==> config.mk <==
export PLATFORM = sky130hd
export DESIGN_NAME = reliable_send_window_tracker
export DESIGN_NICKNAME = d
export VERILOG_FILES = /design/src/hw/rtl/rswt_pkg.sv /design/src/hw/rtl/rswt_ram.sv /design/src/hw/rtl/rswt_alu.sv /design/src/hw/rtl/reliable_send_window_tracker.sv
export SDC_FILE = /design/constraint.sdc
export NUM_CORES = 2
export LEC_CHECK = 0
export ABC_AREA = 0
export BUFFER_PORTS_ARGS = -buffer_cell sky130_fd_sc_hd__buf_2
export CAP_MARGIN = 20
export CELL_PAD_IN_SITES_DETAIL_PLACEMENT = 1
export CELL_PAD_IN_SITES_GLOBAL_PLACEMENT = 1
export CORE_ASPECT_RATIO = 1.5
export CORE_MARGIN = 2
export CORE_UTILIZATION = 25
export DETAILED_ROUTE_END_ITERATION = 16
export GPL_TIMING_DRIVEN = 0
export PLACE_DENSITY = 0.49
export SETUP_SLACK_MARGIN = 0.15
export SYNTH_ARGS = -nofsm -noshare
export SYNTH_HDL_FRONTEND = slang
export SYNTH_HIERARCHICAL = 1
export SYNTH_SLANG_ARGS = --single-unit
==> constraint.sdc <==
create_clock -name clk -period 11.95 [get_ports clk]
set_input_delay 1.195 -clock clk [delete_from_list [all_inputs] [get_ports clk]]
set_output_delay 1.195 -clock clk [all_outputs]
set_load 0.005 [all_outputs]
==> src/hw/rtl/rswt_pkg.sv <==
// Shared types and constants for the reliable send window tracker.
// Holds the transfer payload structs, status and opcode codes and the slot entry layout.
// Depends on nothing.
package rswt_pkg;

	// Opcodes of an input item.
	localparam logic [1:0] OP_SEND    = 2'd0;
	localparam logic [1:0] OP_ACK     = 2'd1;
	localparam logic [1:0] OP_TIMEOUT = 2'd2;

	// Result status codes.
	localparam logic [3:0] ST_SENT      = 4'd0;
	localparam logic [3:0] ST_ACK_ADV   = 4'd1;
	localparam logic [3:0] ST_ACK_IGN   = 4'd2;
	localparam logic [3:0] ST_DUP       = 4'd3;
	localparam logic [3:0] ST_FAST      = 4'd4;
	localparam logic [3:0] ST_TMO_RESND = 4'd5;
	localparam logic [3:0] ST_STALE     = 4'd6;
	localparam logic [3:0] ST_GIVE_UP   = 4'd7;
	localparam logic [3:0] ST_FULL      = 4'd8;

	// Configuration register indexes.
	localparam logic [1:0] REG_INITIAL_SEQ = 2'd0;
	localparam logic [1:0] REG_BASE_RTO    = 2'd1;
	localparam logic [1:0] REG_MAX_RTO     = 2'd2;

	// Reset values of the configuration registers.
	localparam logic [31:0] INITIAL_SEQ_RST = 32'd0;
	localparam logic [15:0] BASE_RTO_RST    = 16'd100;
	localparam logic [15:0] MAX_RTO_RST     = 16'd6000;

	// Duplicate ack handling.
	localparam logic [2:0] DUP_LIMIT = 3'd3;
	localparam logic [2:0] DUP_SAT   = 3'd7;

	typedef struct packed {
		logic [1:0]  opcode;
		logic [15:0] payload_len;
		logic [31:0] ack_num;
		logic [3:0]  slot;
	} in_item_t;

	typedef struct packed {
		logic [3:0]  status;
		logic [31:0] seq_num;
		logic [3:0]  out_slot;
		logic [15:0] timer_ticks;
		logic [31:0] acked_bytes;
		logic [4:0]  popped_count;
		logic        rtt_sample;
		logic        loss_event;
	} res_item_t;

	// One window slot as held in the slot memory.
	typedef struct packed {
		logic [31:0] seq;
		logic [15:0] len;
		logic [15:0] rto;
		logic        resent;
	} slot_ent_t;

	// Operands of the shared subtractor.
	typedef struct packed {
		logic [31:0] a;
		logic [31:0] b;
	} alu_req_t;

	// Subtractor result with its flags.
	typedef struct packed {
		logic [31:0] diff;
		logic        zero;
	} alu_rsp_t;

endpackage

==> src/hw/rtl/rswt_ram.sv <==
// Generic single-port-write, single-port-read RAM with a registered read.
// Used for the window slot store. Depends on nothing.
module rswt_ram #(
	parameter int WIDTH = 65,
	parameter int DEPTH = 16
) (
	input  logic                     clk,
	input  logic                     we,
	input  logic [$clog2(DEPTH)-1:0] waddr,
	input  logic [WIDTH-1:0]         wdata,
	input  logic                     re,
	input  logic [$clog2(DEPTH)-1:0] raddr,
	output logic [WIDTH-1:0]         rdata
);

	logic [WIDTH-1:0] mem_q [DEPTH];

	// Write port and registered read port.
	always_ff @(posedge clk) begin
		if (we) begin
			mem_q[waddr] <= wdata;
		end
		if (re) begin
			rdata <= mem_q[raddr];
		end
	end

endmodule

==> src/hw/rtl/rswt_alu.sv <==
// Shared 32-bit subtractor of the window tracker sequencer.
// Depends on rswt_pkg for its request and response structs.
module rswt_alu (
	input  rswt_pkg::alu_req_t req,
	output rswt_pkg::alu_rsp_t rsp
);

	// Modular difference; all sequence range and distance checks use it.
	always_comb begin
		rsp.diff = req.a - req.b;
		rsp.zero = (rsp.diff == 32'd0);
	end

endmodule

==> src/hw/rtl/reliable_send_window_tracker.sv <==
// Top level of the reliable send window tracker: sequencer, window state and result register.
// Depends on rswt_pkg, rswt_ram and rswt_alu.
//
// Channel  Direction  Handshake              Payload
// in       input      in_valid / in_ready    rswt_pkg::in_item_t in_data
// out      output     out_valid / out_ready  rswt_pkg::res_item_t out_data
// cfg      input      cfg_valid / cfg_ready  cfg_index (2 bits), cfg_data (32 bits)
//
// Each item passes through decode and then the response step; an ack adds the range check,
// an advancing ack then releases slots one at a time, and a fast resend or a live timeout
// adds a step of its own. The slot memory read port and the one shared subtractor set these
// steps. in_ready is low meanwhile and returns in the cycle after the result register loads.
// A held result stalls the sequencer in its response step until out_ready takes it.
// Reset empties the window; the slot memory needs no clearing as only occupied slot data is used.
// Configuration writes are taken only while the sequencer is idle.
module reliable_send_window_tracker #(
	parameter int WINDOW_SLOTS = 16
) (
	input  logic                 clk,
	input  logic                 arst_n,
	input  logic                 in_valid,
	output logic                 in_ready,
	input  rswt_pkg::in_item_t   in_data,
	output logic                 out_valid,
	input  logic                 out_ready,
	output rswt_pkg::res_item_t  out_data,
	input  logic                 cfg_valid,
	output logic                 cfg_ready,
	input  logic [1:0]           cfg_index,
	input  logic [31:0]          cfg_data
);

	localparam int IDX_W = (WINDOW_SLOTS > 1) ? $clog2(WINDOW_SLOTS) : 1;
	localparam int CNT_W = $clog2(WINDOW_SLOTS + 1);
	localparam int ENT_W = $bits(rswt_pkg::slot_ent_t);
	localparam logic [IDX_W:0] SLOTS_W = (IDX_W + 1)'(WINDOW_SLOTS);
	localparam logic [CNT_W-1:0] SLOTS_C = CNT_W'(WINDOW_SLOTS);

	typedef enum logic [2:0] {
		S_IDLE,
		S_DECODE,
		S_RANGE,
		S_POP,
		S_FAST,
		S_TMO,
		S_RESP
	} state_t;

	state_t state_q;

	// Configuration and window registers.
	logic [15:0]      base_rto_q;
	logic [15:0]      max_rto_q;
	logic [31:0]      last_sent_q;
	logic [31:0]      last_ack_q;
	logic [IDX_W-1:0] head_q;
	logic [CNT_W-1:0] count_q;
	logic [2:0]       dup_q;

	// Latched item and working registers.
	rswt_pkg::in_item_t  item_q;
	rswt_pkg::res_item_t res_q;
	rswt_pkg::res_item_t out_q;
	logic                out_valid_q;
	logic [31:0]         dlo_q;
	logic                first_q;
	logic [CNT_W-1:0]    popped_q;

	// Slot memory ports.
	logic                   ram_we;
	logic [IDX_W-1:0]       ram_waddr;
	rswt_pkg::slot_ent_t    ram_wdata;
	logic                   ram_re;
	logic [IDX_W-1:0]       ram_raddr;
	logic [ENT_W-1:0]       ram_rdata;
	rswt_pkg::slot_ent_t    ent;

	rswt_pkg::alu_req_t alu_req;
	rswt_pkg::alu_rsp_t alu_rsp;

	rswt_ram #(
		.WIDTH(ENT_W),
		.DEPTH(WINDOW_SLOTS)
	) u_slots (
		.clk  (clk),
		.we   (ram_we),
		.waddr(ram_waddr),
		.wdata(ram_wdata),
		.re   (ram_re),
		.raddr(ram_raddr),
		.rdata(ram_rdata)
	);

	rswt_alu u_alu (
		.req(alu_req),
		.rsp(alu_rsp)
	);

	assign ent = rswt_pkg::slot_ent_t'(ram_rdata);

	// Index arithmetic on the circular slot queue.
	logic [IDX_W:0]   head_inc_w;
	logic [IDX_W-1:0] head_inc;
	logic [CNT_W:0]   tail_sum;
	logic [IDX_W-1:0] tail_idx;
	logic             slot_ok;
	logic [IDX_W-1:0] slot_idx;
	logic [IDX_W:0]   off_raw;
	logic [IDX_W:0]   off_w;
	logic             slot_live;
	logic [15:0]      len_eff;
	logic [2:0]       dup_n;
	logic             fully;
	logic [16:0]      rto_dbl;
	logic [15:0]      rto_new;

	always_comb begin
		head_inc_w = (IDX_W + 1)'(head_q) + (IDX_W + 1)'(1);
		if (head_inc_w >= SLOTS_W) begin
			head_inc_w = head_inc_w - SLOTS_W;
		end
		head_inc = head_inc_w[IDX_W-1:0];

		tail_sum = (CNT_W + 1)'(head_q) + (CNT_W + 1)'(count_q);
		if (tail_sum >= (CNT_W + 1)'(WINDOW_SLOTS)) begin
			tail_sum = tail_sum - (CNT_W + 1)'(WINDOW_SLOTS);
		end
		tail_idx = tail_sum[IDX_W-1:0];

		slot_ok  = (32'(item_q.slot) < 32'(WINDOW_SLOTS));
		slot_idx = IDX_W'(item_q.slot);
		off_raw  = (IDX_W + 1)'(slot_idx) - (IDX_W + 1)'(head_q);
		off_w    = (slot_idx < head_q) ? (off_raw + SLOTS_W) : off_raw;
		slot_live = slot_ok && (off_w < (IDX_W + 1)'(count_q));

		len_eff = (item_q.payload_len == 16'd0) ? 16'd1 : item_q.payload_len;
		dup_n   = (dup_q < rswt_pkg::DUP_SAT) ? (dup_q + 3'd1) : dup_q;

		// Slot fully acked: distance from its start within half the space and past its end.
		fully = !alu_rsp.diff[31] && (alu_rsp.diff >= 32'(ent.len));

		rto_dbl = {ent.rto, 1'b0};
		rto_new = (rto_dbl < 17'(max_rto_q)) ? rto_dbl[15:0] : max_rto_q;
	end

	// Shared subtractor operand selection per sequencer step.
	always_comb begin
		case (state_q)
			S_DECODE: begin
				alu_req.a = item_q.ack_num;
				alu_req.b = last_ack_q;
			end
			S_RANGE: begin
				alu_req.a = last_sent_q + 32'd2;
				alu_req.b = last_ack_q;
			end
			default: begin
				alu_req.a = last_ack_q;
				alu_req.b = ent.seq;
			end
		endcase
	end

	// Slot memory read and write control.
	always_comb begin
		ram_re    = 1'b0;
		ram_raddr = head_q;
		ram_we    = 1'b0;
		ram_waddr = tail_idx;
		ram_wdata = '{seq: last_sent_q + 32'd1, len: len_eff, rto: base_rto_q, resent: 1'b0};
		case (state_q)
			S_DECODE: begin
				if (item_q.opcode == rswt_pkg::OP_SEND) begin
					ram_we = (count_q < SLOTS_C);
				end else if (item_q.opcode == rswt_pkg::OP_TIMEOUT) begin
					ram_re    = slot_live;
					ram_raddr = slot_idx;
				end
			end
			S_RANGE: begin
				ram_re = 1'b1;
			end
			S_POP: begin
				ram_re    = fully;
				ram_raddr = head_inc;
			end
			S_FAST: begin
				ram_we    = 1'b1;
				ram_waddr = head_q;
				ram_wdata = '{seq: ent.seq, len: ent.len, rto: rto_new, resent: 1'b1};
			end
			S_TMO: begin
				ram_we    = !fully && (ent.rto < max_rto_q);
				ram_waddr = slot_idx;
				ram_wdata = '{seq: ent.seq, len: ent.len, rto: rto_new, resent: 1'b1};
			end
			default: begin
				ram_re = 1'b0;
			end
		endcase
	end

	assign in_ready  = (state_q == S_IDLE);
	assign cfg_ready = (state_q == S_IDLE);
	assign out_valid = out_valid_q;
	assign out_data  = out_q;

	// Sequencer, window state and result register.
	always_ff @(posedge clk or negedge arst_n) begin
		if (!arst_n) begin
			state_q     <= S_IDLE;
			base_rto_q  <= rswt_pkg::BASE_RTO_RST;
			max_rto_q   <= rswt_pkg::MAX_RTO_RST;
			last_sent_q <= rswt_pkg::INITIAL_SEQ_RST;
			last_ack_q  <= rswt_pkg::INITIAL_SEQ_RST + 32'd1;
			head_q      <= '0;
			count_q     <= '0;
			dup_q       <= '0;
			item_q      <= '0;
			res_q       <= '0;
			out_q       <= '0;
			dlo_q       <= '0;
			out_valid_q <= 1'b0;
			first_q     <= 1'b0;
			popped_q    <= '0;
		end else begin
			// The result register fills from the response step and empties on a transfer.
			if (state_q == S_RESP && (!out_valid_q || out_ready)) begin
				out_valid_q <= 1'b1;
			end else if (out_valid_q && out_ready) begin
				out_valid_q <= 1'b0;
			end

			// Register writes from the configuration port.
			if (cfg_valid && cfg_ready) begin
				case (cfg_index)
					rswt_pkg::REG_INITIAL_SEQ: begin
						last_sent_q <= cfg_data;
						last_ack_q  <= cfg_data + 32'd1;
						head_q      <= '0;
						count_q     <= '0;
						dup_q       <= '0;
					end
					rswt_pkg::REG_BASE_RTO: begin
						base_rto_q <= cfg_data[15:0];
					end
					rswt_pkg::REG_MAX_RTO: begin
						max_rto_q <= cfg_data[15:0];
					end
					default: begin
						base_rto_q <= base_rto_q;
					end
				endcase
			end

			case (state_q)
				S_IDLE: begin
					if (in_valid) begin
						item_q  <= in_data;
						res_q   <= '0;
						state_q <= S_DECODE;
					end
				end

				S_DECODE: begin
					case (item_q.opcode)
						rswt_pkg::OP_SEND: begin
							state_q <= S_RESP;
							if (count_q < SLOTS_C) begin
								count_q           <= count_q + CNT_W'(1);
								last_sent_q       <= last_sent_q + 32'(len_eff);
								res_q.status      <= rswt_pkg::ST_SENT;
								res_q.seq_num     <= last_sent_q + 32'd1;
								res_q.out_slot    <= 4'(tail_idx);
								res_q.timer_ticks <= base_rto_q;
							end else begin
								res_q.status <= rswt_pkg::ST_FULL;
							end
						end
						rswt_pkg::OP_ACK: begin
							dlo_q   <= alu_rsp.diff;
							state_q <= S_RANGE;
						end
						rswt_pkg::OP_TIMEOUT: begin
							res_q.status <= rswt_pkg::ST_STALE;
							state_q      <= slot_live ? S_TMO : S_RESP;
						end
						default: begin
							res_q.status <= rswt_pkg::ST_ACK_IGN;
							state_q      <= S_RESP;
						end
					endcase
				end

				// Range check from the last ack, then ignore, duplicate or advance.
				S_RANGE: begin
					if (!(dlo_q < alu_rsp.diff)) begin
						res_q.status <= rswt_pkg::ST_ACK_IGN;
						state_q      <= S_RESP;
					end else if (dlo_q == 32'd0) begin
						dup_q        <= dup_n;
						res_q.status <= rswt_pkg::ST_DUP;
						if (dup_n == rswt_pkg::DUP_LIMIT && count_q != '0) begin
							state_q <= S_FAST;
						end else begin
							state_q <= S_RESP;
						end
					end else begin
						dup_q             <= '0;
						last_ack_q        <= item_q.ack_num;
						res_q.status      <= rswt_pkg::ST_ACK_ADV;
						res_q.acked_bytes <= dlo_q;
						popped_q          <= '0;
						first_q           <= 1'b1;
						state_q           <= (count_q != '0) ? S_POP : S_RESP;
					end
				end

				// Release fully acked slots from the head, one per cycle.
				S_POP: begin
					first_q <= 1'b0;
					if (first_q) begin
						res_q.rtt_sample <= !ent.resent;
					end
					// The first popped slot is reported; with nothing popped it stays zero.
					if (first_q && fully) begin
						res_q.out_slot <= 4'(head_q);
					end
					if (fully) begin
						head_q   <= head_inc;
						count_q  <= count_q - CNT_W'(1);
						popped_q <= popped_q + CNT_W'(1);
						if (count_q == CNT_W'(1)) begin
							res_q.popped_count <= 5'(popped_q + CNT_W'(1));
							state_q            <= S_RESP;
						end
					end else begin
						res_q.popped_count <= 5'(popped_q);
						state_q            <= S_RESP;
					end
				end

				S_FAST: begin
					res_q.status      <= rswt_pkg::ST_FAST;
					res_q.seq_num     <= ent.seq;
					res_q.out_slot    <= 4'(head_q);
					res_q.timer_ticks <= rto_new;
					state_q           <= S_RESP;
				end

				S_TMO: begin
					state_q <= S_RESP;
					if (!fully) begin
						res_q.seq_num  <= ent.seq;
						res_q.out_slot <= 4'(slot_idx);
						if (ent.rto >= max_rto_q) begin
							res_q.status <= rswt_pkg::ST_GIVE_UP;
						end else begin
							res_q.status      <= rswt_pkg::ST_TMO_RESND;
							res_q.loss_event  <= (ent.seq == last_ack_q);
							res_q.timer_ticks <= rto_new;
						end
					end
				end

				S_RESP: begin
					if (!out_valid_q || out_ready) begin
						out_q   <= res_q;
						state_q <= S_IDLE;
					end
				end

				default: begin
					state_q <= S_IDLE;
				end
			endcase
		end
	end

	// The window never holds more slots than it has.
	a_count_bound: assert property (@(posedge clk) disable iff (!arst_n)
		32'(count_q) <= WINDOW_SLOTS)
		else $error("slot count exceeds window size");

	// An accepted item blocks the input until it is finished.
	a_busy_after_accept: assert property (@(posedge clk) disable iff (!arst_n)
		in_valid && in_ready |=> !in_ready)
		else $error("input ready right after an accepted transfer");

	// Slot memory is only written while an item is in work.
	a_write_busy: assert property (@(posedge clk) disable iff (!arst_n)
		ram_we |-> state_q != S_IDLE && state_q != S_RESP)
		else $error("slot memory written outside item processing");

endmodule

==> metrics.yaml <==
setup_tns_ns: 0
cts_htree_levels: 4
grt_use_total: 0.1786
die_h_um: 635.9
regArea_um2: 43060
die_area_um2: 270400
ys_warn_count: 6
worst_hold_path_type: "input pin to asynchronous set/reset pin"
post_route_fraction_of_the_period_consumed_by_the_critical_path: 0.9469
timing.critical_path.fanout_max: 10
dp_hpwl_um: 187900
pin_count_of_the_biggest_net_entering_global_routing: 88
routed_wire_length_per_instance_um: 27.83
initial_antenna_violation_count: 25
status: "finished clean"
cpPeakStageDelay_ns: 0.76
critPathArrivalTime_ns: 11.82
worst_setup_path_startpoint: "state_q[0]"
worst_skew_pair_latency_ns: 0.83
end_kind: "register"
globalRoute.totalOverflow: 0
cts_tree: "built"
final.fill_count: 28351
timing.final.hold_violations: 0
fin_nets: 5394
period_minus_slack_ns: 11.32
drt-total-wl_um: 244200
numClockSinks: 1499
cts_inserted_buffers: 155
place_congestion: 0.9373
setup_violators_final: 0
route.vias.total: 41923
max_slew_margin: 0.1953
core_um2: 265600
multi_input_gate_area_um2: 21720
report.final.slew_viol_count: 0
r2r-end: "u_slots/mem_q[0][54]"
clkTransAtPathRegs_ns: 0.07
avgViaCountPerCell: 4.778
portBuffers: 187
post_layout_nonfiller_instances: 8774
first_pass_iters: 7
max_cap_viol_count: 0
layout-area-overhead-vs-synth_pct: 18.55
reg2regPathDepth: 32
dpl.cell_count: 8481
path_common_cell: "sky130_fd_sc_hd__buf_6"
io_pins: 191
postSynthNetCount: 4893
critical_path.slowest_cell: "sky130_fd_sc_hd__clkdlybuf4s15_1"
synthCells: 4647
rows: 232
drt-initial-drc-count: 2600
r2r-start: "state_q[0]"
grt_pass1_wl_um: 346400
max_freq_mhz: 88.38
ant_nets: 0
remaining_drc_errors: 0
rrSetupSlack_ns: 0.63
die_width_um: 425.3
post_route_cells_drive_above_1_share: 0.2137
grt_pass1_vias: 45613
setup_repair_after_global_routing_missed_its_margin: "false"
post_route_skew_ns: 0.07502
clk_path_buf_depth: 4
start_util: 0.2505
cts-root-buf: "sky130_fd_sc_hd__clkbuf_16"
worst_setup_path_start_kind: "register"
timing.critical_path.required_ns: 12.46
critical_path_start_end_classification: "register to register"
actual_transition_at_the_worst_max_transition_pin_ns: 1.207
cts-hold-fix-buffers: 0
synthesized_area_divided_by_synthesized_cell_count_um2: 14.32
mappedNetlistArea_um2: 66550
critical_path.endpoint: "u_slots/mem_q[0][54]"
repair_timing:
| action | in CTS | in global routing |
|---|---|---|
| setup buffers | 0 | 0 |
| gates resized for setup | 0 | 5 |
| endpoints found under the setup margin | 0 | 31 |
state kept, by name, indices dropped and copies added (netlist names):
register / cells
u_slots/mem_q: 1040
out_data: 95
res_q: 95
u_slots/rdata: 65
item_q: 50
dlo_q: 32
last_ack_q: 32
last_sent_q: 32
base_rto_q: 16
max_rto_q: 16
count_q: 5
popped_q: 5
head_q: 4
slot_idx: 4
dup_q: 3
state_q: 3
first_q: 1
out_valid: 1
how the worst min path moves through the flow:
stage,startpoint,to,cells after the start
after floorplan,u_slots/rdata[0],res_q[1],1
after global placement,item_q[36],item_q[36],2
after detailed placement,u_slots/rdata[0],res_q[1],1
after CTS,arst_n,out_data[60],1
after global routing,arst_n,out_data[53],1
final,arst_n,out_data[59],1
metal layers:
layer,track usage,wire [um],vias to the layer above
li1,-,-,18580
met1,0.1923,89230,22062
met2,0.3411,133500,840
met3,0.02146,7953,419
met4,0.08452,13300,22
met5,0,171,-
worst max-delay path: cells and delay by family, from the launching register on:
kind | cells | cell delay (ns)
flops | 1 | 0.42
simple gates | 9 | 2.95
compound gates | 11 | 3.59
buf+inv | 10 | 3.59
fa+ha+maj | 1 | 0.23
xor+xnor | 1 | 0.18
per-stage QoR:
| stage | hold WS (ns) | util | worst slack (ns) | cell area [um^2] |
|---|---|---|---|---|
| after floorplan | 0.4100 | - | 1.320 | 66550 |
| after CTS | 0.4106 | 0.2962 | 0.3432 | 78670 |
| after global placement | 0.4669 | 0.2706 | -8.683 | 71870 |
| after detailed placement | 0.4618 | 0.2781 | 0.4256 | 73870 |
| final | 0.4182 | 0.2970 | 0.6350 | 78890 |
| after global routing | 0.4733 | 0.2969 | 0.2720 | 78870 |
placed cells by master, fill, tap and decap left out, drive strengths merged, types with 25 or more instances in the layout:
cell and instances:
a21oi 200, a2bb2oi 25, xor2 80, clkbuf 367
and3 25, mux4 260, nand2 574, inv 174
nor3 39, dfrtp 383, a31oi 33, ha 149
o211ai 39, a21o 30, nor2 228, a22oi 170
o21ai 244, buf 451, nand4 37, edfxtp 1105
clkinv 41, nor4 25, nand3 54, mux2 168
mux2i 29, xnor2 81
cell type report:
type	instances	area share
Clock buffer	204	0.05350
Inverter	169	0.008041
Timing Repair Buffer	344	0.03751
Antenna cell	8	0.0002538
Buffer	271	0.01656
Clock inverter	61	0.007375
Tap cell	3510	0.05567
Multi-Input combinational cell	2708	0.2753
Sequential cell	1499	0.5458
Power is not shown: default switching activity piles up to over one toggle a cycle in this logic, so the estimate is an artifact.
